**src/cft_pkg.sv**
```systemverilog
package cft_pkg;

  // Character codes the parser reacts to
  localparam logic [7:0] CharComma = 8'h2C;
  localparam logic [7:0] CharQuote = 8'h22;
  localparam logic [7:0] CharLf    = 8'h0A;
  localparam logic [7:0] CharCr    = 8'h0D;

  // Parser modes, one-hot
  typedef enum logic [7:0] {
    ModeStart     = 8'b0000_0001,
    ModePlain     = 8'b0000_0010,
    ModeQuoted    = 8'b0000_0100,
    ModeQuoteSeen = 8'b0000_1000,
    ModeAfterCr   = 8'b0001_0000,
    ModeErrUnterm = 8'b0010_0000,
    ModeErrAfterQ = 8'b0100_0000,
    ModeErrStray  = 8'b1000_0000
  } mode_e;

  // Result kinds
  typedef enum logic [1:0] {
    KindData    = 2'd0,
    KindEnd     = 2'd1,
    KindNoField = 2'd2,
    KindError   = 2'd3
  } kind_e;

  // Error codes
  typedef enum logic [1:0] {
    ErrNone    = 2'd0,
    ErrUnterm  = 2'd1,
    ErrAfterQ  = 2'd2,
    ErrStray   = 2'd3
  } err_e;

  // Outcome of one parser step
  typedef struct packed {
    logic       res_valid;
    kind_e      kind;
    logic [7:0] data_byte;
    logic       rec_end;
    err_e       error_code;
    mode_e      next_mode;
  } step_t;

endpackage

```
**src/cft_if.sv**
```systemverilog
interface cft_in_if;
  logic       valid;
  logic       ready;
  logic [7:0] in_byte;
  logic       end_of_input;

  modport source (output valid, output in_byte, output end_of_input, input ready);
  modport sink   (input valid, input in_byte, input end_of_input, output ready);
endinterface

interface cft_out_if;
  logic       valid;
  logic       ready;
  logic [1:0] kind;
  logic [7:0] data_byte;
  logic       rec_end;
  logic [1:0] error_code;

  modport source (output valid, output kind, output data_byte, output rec_end,
                  output error_code, input ready);
  modport sink   (input valid, input kind, input data_byte, input rec_end,
                  input error_code, output ready);
endinterface

```
**src/cft_step.sv**
```systemverilog
module cft_step (
  input  cft_pkg::mode_e mode_i,
  input  logic [7:0]     in_byte_i,
  input  logic           end_of_input_i,
  output cft_pkg::step_t step_o
);
  import cft_pkg::*;

  logic is_comma, is_quote, is_lf, is_cr, is_delim;

  assign is_comma = (in_byte_i == CharComma);
  assign is_quote = (in_byte_i == CharQuote);
  assign is_lf    = (in_byte_i == CharLf);
  assign is_cr    = (in_byte_i == CharCr);
  assign is_delim = is_comma || is_lf || is_cr;

  always_comb begin
    step_o            = '0;
    step_o.kind       = KindData;
    step_o.error_code = ErrNone;
    step_o.next_mode  = mode_i;

    case (mode_i)
      ModeStart, ModeAfterCr: begin
        if (mode_i == ModeAfterCr && !end_of_input_i && is_lf) begin
          // swallow LF of CR LF
          step_o.next_mode = ModeStart;
        end else if (end_of_input_i) begin
          step_o.res_valid = 1'b1;
          step_o.kind      = KindNoField;
          step_o.next_mode = ModeStart;
        end else if (is_quote) begin
          step_o.next_mode = ModeQuoted;
        end else if (is_delim) begin
          step_o.res_valid  = 1'b1;
          step_o.kind       = KindEnd;
          step_o.rec_end    = !is_comma;
          step_o.next_mode  = is_cr ? ModeAfterCr : ModeStart;
        end else begin
          step_o.res_valid = 1'b1;
          step_o.data_byte = in_byte_i;
          step_o.next_mode = ModePlain;
        end
      end
      ModePlain: begin
        if (end_of_input_i) begin
          step_o.res_valid  = 1'b1;
          step_o.kind       = KindEnd;
          step_o.rec_end    = 1'b1;
          step_o.next_mode  = ModeStart;
        end else if (is_delim) begin
          step_o.res_valid  = 1'b1;
          step_o.kind       = KindEnd;
          step_o.rec_end    = !is_comma;
          step_o.next_mode  = is_cr ? ModeAfterCr : ModeStart;
        end else if (is_quote) begin
          step_o.res_valid  = 1'b1;
          step_o.kind       = KindError;
          step_o.error_code = ErrStray;
          step_o.next_mode  = ModeErrStray;
        end else begin
          step_o.res_valid = 1'b1;
          step_o.data_byte = in_byte_i;
        end
      end
      ModeQuoted: begin
        if (end_of_input_i) begin
          step_o.res_valid  = 1'b1;
          step_o.kind       = KindError;
          step_o.error_code = ErrUnterm;
          step_o.next_mode  = ModeErrUnterm;
        end else if (is_quote) begin
          step_o.next_mode = ModeQuoteSeen;
        end else begin
          step_o.res_valid = 1'b1;
          step_o.data_byte = in_byte_i;
        end
      end
      ModeQuoteSeen: begin
        if (end_of_input_i) begin
          step_o.res_valid  = 1'b1;
          step_o.kind       = KindEnd;
          step_o.rec_end    = 1'b1;
          step_o.next_mode  = ModeStart;
        end else if (is_quote) begin
          // doubled quote gives one literal quote
          step_o.res_valid = 1'b1;
          step_o.data_byte = CharQuote;
          step_o.next_mode = ModeQuoted;
        end else if (is_delim) begin
          step_o.res_valid  = 1'b1;
          step_o.kind       = KindEnd;
          step_o.rec_end    = !is_comma;
          step_o.next_mode  = is_cr ? ModeAfterCr : ModeStart;
        end else begin
          step_o.res_valid  = 1'b1;
          step_o.kind       = KindError;
          step_o.error_code = ErrAfterQ;
          step_o.next_mode  = ModeErrAfterQ;
        end
      end
      ModeErrUnterm: begin
        step_o.res_valid  = 1'b1;
        step_o.kind       = KindError;
        step_o.error_code = ErrUnterm;
      end
      ModeErrAfterQ: begin
        step_o.res_valid  = 1'b1;
        step_o.kind       = KindError;
        step_o.error_code = ErrAfterQ;
      end
      ModeErrStray: begin
        step_o.res_valid  = 1'b1;
        step_o.kind       = KindError;
        step_o.error_code = ErrStray;
      end
      default: begin
        step_o.next_mode = ModeStart;
      end
    endcase
  end

endmodule

```
**src/csv_field_tokenizer_core.sv**
```systemverilog
// CSV field tokenizer.
// in_ch carries one transaction per raw byte of the stream (in_byte), or an
// end-of-file marker (end_of_input set, in_byte ignored). out_ch carries at
// most one result per input transaction: a field content byte, a field end
// with a record-end flag, an end-without-field mark, or an error code.
// Quoted fields are handled, a doubled quote yields one quote byte, and the
// LF of a CR LF pair is swallowed without a result.
// A result appears on out_ch in the cycle after its input transaction is taken.
// Throughput: one input transaction per cycle while out_ch is not stalled; the
// rate is set by the single output register, refilled in the same cycle it drains.
// Reset (rst_ni low, asynchronous) empties the output register and returns
// the parser to field start. Errors are sticky until the next reset.
// When the receiver stalls, the output register holds its result and
// in_ch.ready drops, so no transaction is taken until the result leaves.
module csv_field_tokenizer_core (
  input  logic           clk_i,
  input  logic           rst_ni,
  cft_in_if.sink         in_ch,
  cft_out_if.source      out_ch
);
  import cft_pkg::*;

  mode_e      mode_q, mode_d;
  step_t      step;
  logic       in_acc;
  logic       out_valid_q, out_valid_d;
  kind_e      kind_q;
  logic [7:0] data_q;
  logic       rec_q;
  err_e       err_q;

  cft_step u_step (
    .mode_i         (mode_q),
    .in_byte_i      (in_ch.in_byte),
    .end_of_input_i (in_ch.end_of_input),
    .step_o         (step)
  );

  // Take a new transaction whenever the output register is free or draining
  assign in_ch.ready = !out_valid_q || out_ch.ready;
  assign in_acc      = in_ch.valid && in_ch.ready;

  always_comb begin
    mode_d      = mode_q;
    out_valid_d = out_valid_q;
    if (in_acc) begin
      mode_d      = step.next_mode;
      out_valid_d = step.res_valid;
    end else if (out_ch.ready) begin
      out_valid_d = 1'b0;
    end
  end

  always_ff @(posedge clk_i or negedge rst_ni) begin
    if (!rst_ni) begin
      mode_q      <= ModeStart;
      out_valid_q <= 1'b0;
    end else begin
      mode_q      <= mode_d;
      out_valid_q <= out_valid_d;
    end
  end

  // Result payload: load only when a result is produced
  always_ff @(posedge clk_i) begin
    if (in_acc && step.res_valid) begin
      kind_q <= step.kind;
      data_q <= step.data_byte;
      rec_q  <= step.rec_end;
      err_q  <= step.error_code;
    end
  end

  assign out_ch.valid      = out_valid_q;
  assign out_ch.kind       = kind_q;
  assign out_ch.data_byte  = data_q;
  assign out_ch.rec_end    = rec_q;
  assign out_ch.error_code = err_q;

  // Error modes are sticky
  a_err_sticky: assert property (@(posedge clk_i) disable iff (!rst_ni)
    (mode_q == ModeErrUnterm || mode_q == ModeErrAfterQ || mode_q == ModeErrStray)
    |=> mode_q == $past(mode_q))
    else $error("error mode left without reset");

  // A stalled result blocks new input
  a_stall_blocks: assert property (@(posedge clk_i) disable iff (!rst_ni)
    (out_valid_q && !out_ch.ready) |-> !in_ch.ready)
    else $error("input taken while result stalled");

  // Any input in an error mode yields an error result
  a_err_result: assert property (@(posedge clk_i) disable iff (!rst_ni)
    (in_acc && (mode_q == ModeErrUnterm || mode_q == ModeErrAfterQ ||
                mode_q == ModeErrStray))
    |=> (out_valid_q && kind_q == KindError && err_q != ErrNone))
    else $error("missing sticky error result");

  // Only error results carry an error code
  a_err_code: assert property (@(posedge clk_i) disable iff (!rst_ni)
    (out_valid_q && kind_q != KindError) |-> err_q == ErrNone)
    else $error("error code on non-error result");

endmodule
```
**src/flat_wrapper.sv**
```systemverilog
// flat-port wrapper written by rule: the top's interface ports become plain ports
module csv_field_tokenizer_core_flat import cft_pkg::*;
  (clk_i, rst_ni, in_ch_valid, in_ch_in_byte, in_ch_end_of_input, in_ch_ready, out_ch_valid, out_ch_kind, out_ch_data_byte, out_ch_rec_end, out_ch_error_code, out_ch_ready);
  cft_in_if in_ch_i ();
  cft_out_if out_ch_i ();
  input  logic clk_i;
  input  logic rst_ni;
  input wire logic [$bits(in_ch_i.valid)-1:0] in_ch_valid;
  input wire logic [$bits(in_ch_i.in_byte)-1:0] in_ch_in_byte;
  input wire logic [$bits(in_ch_i.end_of_input)-1:0] in_ch_end_of_input;
  output wire logic [$bits(in_ch_i.ready)-1:0] in_ch_ready;
  output wire logic [$bits(out_ch_i.valid)-1:0] out_ch_valid;
  output wire logic [$bits(out_ch_i.kind)-1:0] out_ch_kind;
  output wire logic [$bits(out_ch_i.data_byte)-1:0] out_ch_data_byte;
  output wire logic [$bits(out_ch_i.rec_end)-1:0] out_ch_rec_end;
  output wire logic [$bits(out_ch_i.error_code)-1:0] out_ch_error_code;
  input wire logic [$bits(out_ch_i.ready)-1:0] out_ch_ready;
  assign in_ch_i.valid = in_ch_valid;
  assign in_ch_i.in_byte = in_ch_in_byte;
  assign in_ch_i.end_of_input = in_ch_end_of_input;
  assign in_ch_ready = in_ch_i.ready;
  assign out_ch_valid = out_ch_i.valid;
  assign out_ch_kind = out_ch_i.kind;
  assign out_ch_data_byte = out_ch_i.data_byte;
  assign out_ch_rec_end = out_ch_i.rec_end;
  assign out_ch_error_code = out_ch_i.error_code;
  assign out_ch_i.ready = out_ch_ready;
  csv_field_tokenizer_core u_core (.clk_i(clk_i), .rst_ni(rst_ni), .in_ch(in_ch_i), .out_ch(out_ch_i));
endmodule
```
**config.mk**
```make
export PLATFORM = sky130hd
export DESIGN_NAME = csv_field_tokenizer_core_flat
export DESIGN_NICKNAME = d
export VERILOG_FILES = /design/src/cft_pkg.sv /design/src/cft_if.sv /design/src/cft_step.sv /design/src/csv_field_tokenizer_core.sv /design/src/flat_wrapper.sv
export SDC_FILE = /design/constraint.sdc
export NUM_CORES = 1
export LEC_CHECK = 0
export BUFFER_PORTS_ARGS = -buffer_cell sky130_fd_sc_hd__buf_2
export CORE_UTILIZATION = 54
export DETAILED_ROUTE_END_ITERATION = 10
export PLACE_DENSITY = 0.86
export SYNTH_ARGS = -nofsm -noshare
export SYNTH_HDL_FRONTEND = slang
export SYNTH_SLANG_ARGS = --single-unit
```
**constraint.sdc**
```tcl
create_clock -name clk_i -period 6.3 [get_ports clk_i]
set_input_delay 0.315 -clock clk_i [delete_from_list [all_inputs] [get_ports clk_i]]
set_output_delay 0.315 -clock clk_i [all_outputs]
set_load 0.02 [all_outputs]
```
After elaboration in Yosys (flattened, before gate mapping)
Cells that the tools add are included.
{ "totals": {"reg_bits": 22, "output_inout_bits": 15, "in_bits": 13, "word_cells": 85} }
{ "op_classes": {"n_eq_ne": 14, "bitwise": 1, "n_reduce_logical": 14, "n_mux": 50} }
{ "ops": {"columns": ["cell", "n"], "rows": [
  ["2-to-1 mux 8 bit", 9],
  ["one-hot mux 8 bit (5 select lines)", 1],
  ["one-hot mux 8 bit (4 select lines)", 1],
  ["2-to-1 mux 5 bit", 5],
  ["equality test 8 x 4 -> 1 bit (second input constant)", 3],
  ["equality test 8 x 6 -> 1 bit (second input constant)", 3],
  ["2-to-1 mux 12 bit", 2],
  ["2-to-1 mux 2 bit", 11],
  ["2-to-1 mux 7 bit", 3],
  ["one-hot mux 3 bit (5 select lines)", 1],
  ["2-to-1 mux 6 bit", 2],
  ["one-hot mux 2 bit (6 select lines)", 1],
  ["2-to-1 mux 10 bit", 1],
  ["2-to-1 mux 1 bit", 9],
  ["2-to-1 mux 9 bit", 1],
  ["equality test 8 x 1 -> 1 bit (second input constant)", 1],
  ["equality test 8 x 2 -> 1 bit (second input constant)", 1],
  ["equality test 8 x 3 -> 1 bit (second input constant)", 1],
  ["equality test 8 x 5 -> 1 bit (second input constant)", 1],
  ["equality test 8 x 7 -> 1 bit (second input constant)", 1],
  ["equality test 8 bit (second input constant)", 1],
  ["2-to-1 mux 3 bit", 2],
  ["logical AND 1 bit", 4],
  ["inequality test 4 bit (second input constant)", 1],
  ["other kinds (9)", 13]
]} }

Longest topological paths before layout
{ "depth": {"depth_word": 9, "ltp_mapped": 7} }

Modules after synthesis
Synthesis repeated with hierarchy kept, for this count alone.
{ "unflattened": {"cells_unflattened": 139, "area_unflattened_um2": 1535.2} }
{ "modules_own_cells": {"columns": ["module", "area_each_um2", "n_inst", "cells_per_inst"], "rows": [
  ["csv_field_tokenizer_core", 775.7, 1, 35],
  ["cft_step", 759.5, 1, 104]
]} }

Worst setup path after synthesis
Ideal clock, no wire load.
{ "synth_timing": {"kind": "reg2reg", "from": "register u_core.mode_q[5]", "to": "register u_core.data_q[0] (netlist: u_core.out_ch.data_byte[0]) (enable)", "required_ps": 5912, "path_buffers": 1, "path_slack_ps": 3917, "period_less_slack_ps": 2383, "path_stages_with_launch": 5, "arrival_time_ps": 1995, "path_cell_list": "dfrtp_1 or3_1 clkbuf_1 or3_1 o22ai_1"} }
{ "synth_via": {"elab_chain_cells": 6} }
{ "synth_rtl": {"columns": ["item", "line_no", "source"], "rows": [
  ["start: declaration", "csv_field_tokenizer_core.sv:23", "mode_e mode_q, mode_d;"],
  ["start signal: assignment", "csv_field_tokenizer_core.sv:56", "mode_q <= ModeStart;"],
  ["start signal: assignment", "csv_field_tokenizer_core.sv:59", "mode_q <= mode_d;"],
  ["equality test 8 x 5 -> 1 bit", "cft_step.sv:23, cft_step.sv:25", null],
  ["logical AND 1 bit (2 in series)", "cft_step.sv:25", "if (mode_i == ModeAfterCr && !end_of_input_i && is_lf) begin"],
  ["2-to-1 mux 12 bit", "cft_step.sv:25", null],
  ["one-hot mux 3 bit (5 select lines) (*)", "cft_step.sv:23", "case (mode_i)"],
  ["logical AND 1 bit (*)", "csv_field_tokenizer_core.sv:66", "if (in_acc && step.res_valid) begin"],
  ["end signal: assignment", "csv_field_tokenizer_core.sv:68", "data_q <= step.data_byte;"],
  ["end: declaration", "csv_field_tokenizer_core.sv:28", "logic [7:0] data_q;"]
]} }
Mark *: on every way between the ends. The rest lies on a longest branch, timed or not.
A chain may end at the register's enable or synchronous reset.

Worst setup path after layout
{ "layout_timing": {"from": "register u_core.mode_q[4]", "to": "register u_core.err_q[1] (netlist: u_core.out_ch.error_code[1]) (enable)"} }
{ "layout_via": {"elab_chain_cells": 6} }
{ "layout_rtl": {"columns": ["item", "line_no", "source"], "rows": [
  ["equality test 8 x 5 -> 1 bit", "cft_step.sv:23, cft_step.sv:25", null],
  ["logical AND 1 bit (2 in series)", "cft_step.sv:25", null],
  ["2-to-1 mux 12 bit", "cft_step.sv:25", null],
  ["one-hot mux 3 bit (5 select lines) (*)", "cft_step.sv:23", null],
  ["logical AND 1 bit (*)", "csv_field_tokenizer_core.sv:66", null],
  ["end signal: assignment", "csv_field_tokenizer_core.sv:70", "err_q <= step.error_code;"],
  ["end: declaration", "csv_field_tokenizer_core.sv:30", "err_e err_q;"]
]} }
Marks and branches as above.

==> results.json <==
{
  "status": "finished clean",
  "post-place-ws_ns": 3.56,
  "fin_ws_ns": 3.52,
  "cts_sinks": 22,
  "async_reset_ff_frac": 0.409,
  "timing.final.crit_period_ns": 2.78,
  "drc_errors": 0,
  "worst_setup_hold_path_clk_slew_ns": 0.12,
  "final_net_count": 193,
  "netlist.top_cell.by_area": "sky130_fd_sc_hd__edfxtp_1",
  "synthesis.area_mm2": 0.00149,
  "hold_violations": 0,
  "final_common_cell": "sky130_fd_sc_hd__buf_2",
  "cts.htree.levels": 1,
  "initial_utilization": 0.585,
  "worst_ep_required_ns": 6.24,
  "grt_pass1_wl_um": 5510,
  "layout.area.seq_um2": 617,
  "io_pins": 28,
  "cellPowerDensity_mw_per_mm2": 317,
  "category_of_the_critical_setup_timing_path": "reg -> reg",
  "worstMarginPinSlew_ns": 1.12,
  "worstSkewPairLatency_ns": 0.32,
  "final_util": 0.652,
  "mappedNetlistNets": 168,
  "finalClockSkew_ns": 0.00652,
  "whs_path_depth": 2,
  "initial_antenna_violation_count": 0,
  "drt_iter0_drc": 122,
  "design_area_mm2": 0.00166,
  "worst_hold_path_type": "in -> reg",
  "startpoint_type_of_the_worst_setup_path": "flip-flop",
  "layout_worst_path_cycle_share": 0.442,
  "grt_setup_unrepaired": "no",
  "synth_area_leaders": "sky130_fd_sc_hd__edfxtp_1 26%, sky130_fd_sc_hd__dfrtp_1 13%, sky130_fd_sc_hd__mux2i_1 3.4%, sky130_fd_sc_hd__nand2_1 3.3%, sky130_fd_sc_hd__and2_1 2.9%",
  "slew_violations": 0,
  "synth_enable_flop_cells": 13,
  "proportion_of_synthesized_chip_area_in_sequential_cells": 0.415,
  "yosys_warnings": 0,
  "route.final.wire_length_um": 3410,
  "detail_route.first_pass.iterations": 7,
  "avgSynthCellArea_um2": 9.60,
  "io_buffer_count": 27,
  "critical_path_arrival_ns": 2.73,
  "die-height_um": 54.5,
  "globalplace.congestion": 0.966,
  "detail_route.wl_per_cell_um": 16.3,
  "insertedDiodeCount": 0,
  "layout-drive-gt1-share": 0.223,
  "irDropWorstVdd_uv": 213,
  "worst_r2r_path_depth": 4,
  "placed_area_mm2": 0.00162,
  "drtAntennaViolNets": 0,
  "yosys.area.top_type_share": 0.262,
  "filler_cell_count": 191,
  "grt.total_usage": 0.261,
  "power_leakage_nw": 0.664,
  "setup_viol_count_final": 0,
  "viasPerCell": 6.48,
  "worst_hold_slack_ns": 0.305,
  "max_freq_mhz": 359,
  "timing.max_cap.violations": 0,
  "core_area_mm2": 0.00254,
  "post_cts_buffers": 0,
  "tritoncts.num_buffers": 3,
  "timing.critical_path.fanout_max": 13,
  "via_count_of_the_first_global_routing_pass": 1163,
  "grt_start_max_net_pins": 14,
  "synth_seq_cells": 22,
  "worstSetupEndpointType": "flip-flop",
  "tritoncts_clock_tree": "yes",
  "final.setup.tns_ns": 0,
  "cts_buffer_depth": 2,
  "worst_slew_margin_rel": 0.254,
  "die_x_um": 54.5,
  "synth_cell_types": 51,
  "detailed_place_hpwl_um": 2610,
  "mostFrequentLayoutCells": "27 x sky130_fd_sc_hd__buf_2, 13 x sky130_fd_sc_hd__nand2_1, 13 x sky130_fd_sc_hd__edfxtp_1, 10 x sky130_fd_sc_hd__nor2_1",
  "root_buffer": "sky130_fd_sc_hd__clkbuf_4",
  "synthFlopType": "sky130_fd_sc_hd__edfxtp_1",
  "core.rowCount": 18,
  "overall_overflow_remaining_after_global_route": 0,
  "postSynthCellCount": 155,
  "design.die.area_mm2": 0.00297,
  "area_delta_synth_final_pct": 11.5,
  "dr_total_vias": 1354,
  "multi_input_comb_area_um2": 807
}
-- synthesized netlist by cell type (2+ instances only) --
master                       n
sky130_fd_sc_hd__nor4b_1     2
sky130_fd_sc_hd__o31ai_1     2
sky130_fd_sc_hd__nand3_1     3
sky130_fd_sc_hd__xor2_1      3
sky130_fd_sc_hd__dfrtp_1     8
sky130_fd_sc_hd__clkbuf_1    6
sky130_fd_sc_hd__o21ai_1     4
sky130_fd_sc_hd__or2_2       2
sky130_fd_sc_hd__nand3b_1    3
sky130_fd_sc_hd__nand4bb_1   3
sky130_fd_sc_hd__inv_1       6
sky130_fd_sc_hd__or2_1       2
sky130_fd_sc_hd__or3_1       5
sky130_fd_sc_hd__o22ai_1     2
sky130_fd_sc_hd__and2_1      7
sky130_fd_sc_hd__and3_1      3
sky130_fd_sc_hd__o21ai_0     4
sky130_fd_sc_hd__nand2b_1    4
sky130_fd_sc_hd__mux2_4      2
sky130_fd_sc_hd__a211o_1     2
sky130_fd_sc_hd__nor3_1      8
sky130_fd_sc_hd__xnor2_1     2
sky130_fd_sc_hd__nand2_1    13
sky130_fd_sc_hd__a31oi_1     2
sky130_fd_sc_hd__a21oi_1     6
sky130_fd_sc_hd__nor2_1     10
sky130_fd_sc_hd__mux2i_1     5
sky130_fd_sc_hd__edfxtp_1   13
-- sequential cells by signal, indices dropped and copies added (netlist names) --
name                      count
u_core.out_ch.rec_end         1
u_core.out_ch.valid           1
u_core.out_ch.kind            2
u_core.out_ch.error_code      2
u_core.out_ch.data_byte       8
u_core.mode_q                 8
-- critical path: stages (launching register included) --
cell and delay, ns:
sky130_fd_sc_hd__dfrtp_1 0.48, sky130_fd_sc_hd__nor4_1 0.43, sky130_fd_sc_hd__nor4b_1 0.52, sky130_fd_sc_hd__nor2_1 0.12, sky130_fd_sc_hd__o22ai_1 0.87
-- stage by stage --
stage / instances / total power, mW
2_1_floorplan: 155 / 0.391
3_3_place_gp: 204 / 0.448
3_5_place_dp: 204 / 0.458
4_1_cts: 209 / 0.523
5_1_grt: 209 / 0.556
6_report: 209 / 0.525
-- repair_timing --
action | CTS | global route
endpoints found under the hold margin | 8 | 0
resized for setup | 0 | 0
hold buffers | 1 | 0
-- per-layer routing --
| layer | wire, um | up-vias | track usage | share of wire |
|---|---|---|---|---|
| li1 | - | 625 | - | - |
| met1 | 1340 | 620 | 0.357 | 0.39 |
| met2 | 1620 | 97 | 0.411 | 0.47 |
| met3 | 364 | 12 | 0.0361 | 0.11 |
| met4 | 83 | 0 | 0.111 | 0.024 |
| met5 | 0 | - | 0 | 0 |
-- area by class of cell --
cell class / count / area share
Timing Repair Buffer: 28 / 0.0875
Clock buffer: 4 / 0.0158
Tap cell: 30 / 0.0226
Sequential cell: 22 / 0.372
Multi-Input combinational cell: 118 / 0.486
Inverter: 7 / 0.0158
-- cell families after synthesis --
logic type,count (synthesis),share of synthesized area
simple gates,71,0.277
xor+xnor,5,0.0294
flops,22,0.415
mux,7,0.0538
buf+inv,15,0.0429
compound gates,35,0.183
-- path summary, 6_finish.rpt --
check                                         endpoint                 from  slack (ns)
setup reg to reg           u_core.out_ch.error_code[1]     u_core.mode_q[4]        3.52
min in group asynchronous             u_core.mode_q[7]               rst_ni        0.36
hold / removal              u_core.out_ch.data_byte[7]     in_ch_in_byte[7]        0.31
hold reg to reg                    u_core.out_ch.valid  u_core.out_ch.valid        0.58
max in group asynchronous             u_core.mode_q[0]               rst_ni        5.68
setup / recovery           u_core.out_ch.error_code[1]     u_core.mode_q[4]        3.52
-- report_power, final --
group          total (mW)  internal (mW)  switching [mW]
clock              0.0676         0.0248          0.0428
combinational       0.234         0.0842           0.150
sequential          0.223          0.204          0.0194
total               0.525          0.313           0.212
Power figures use the tool's default switching activity.
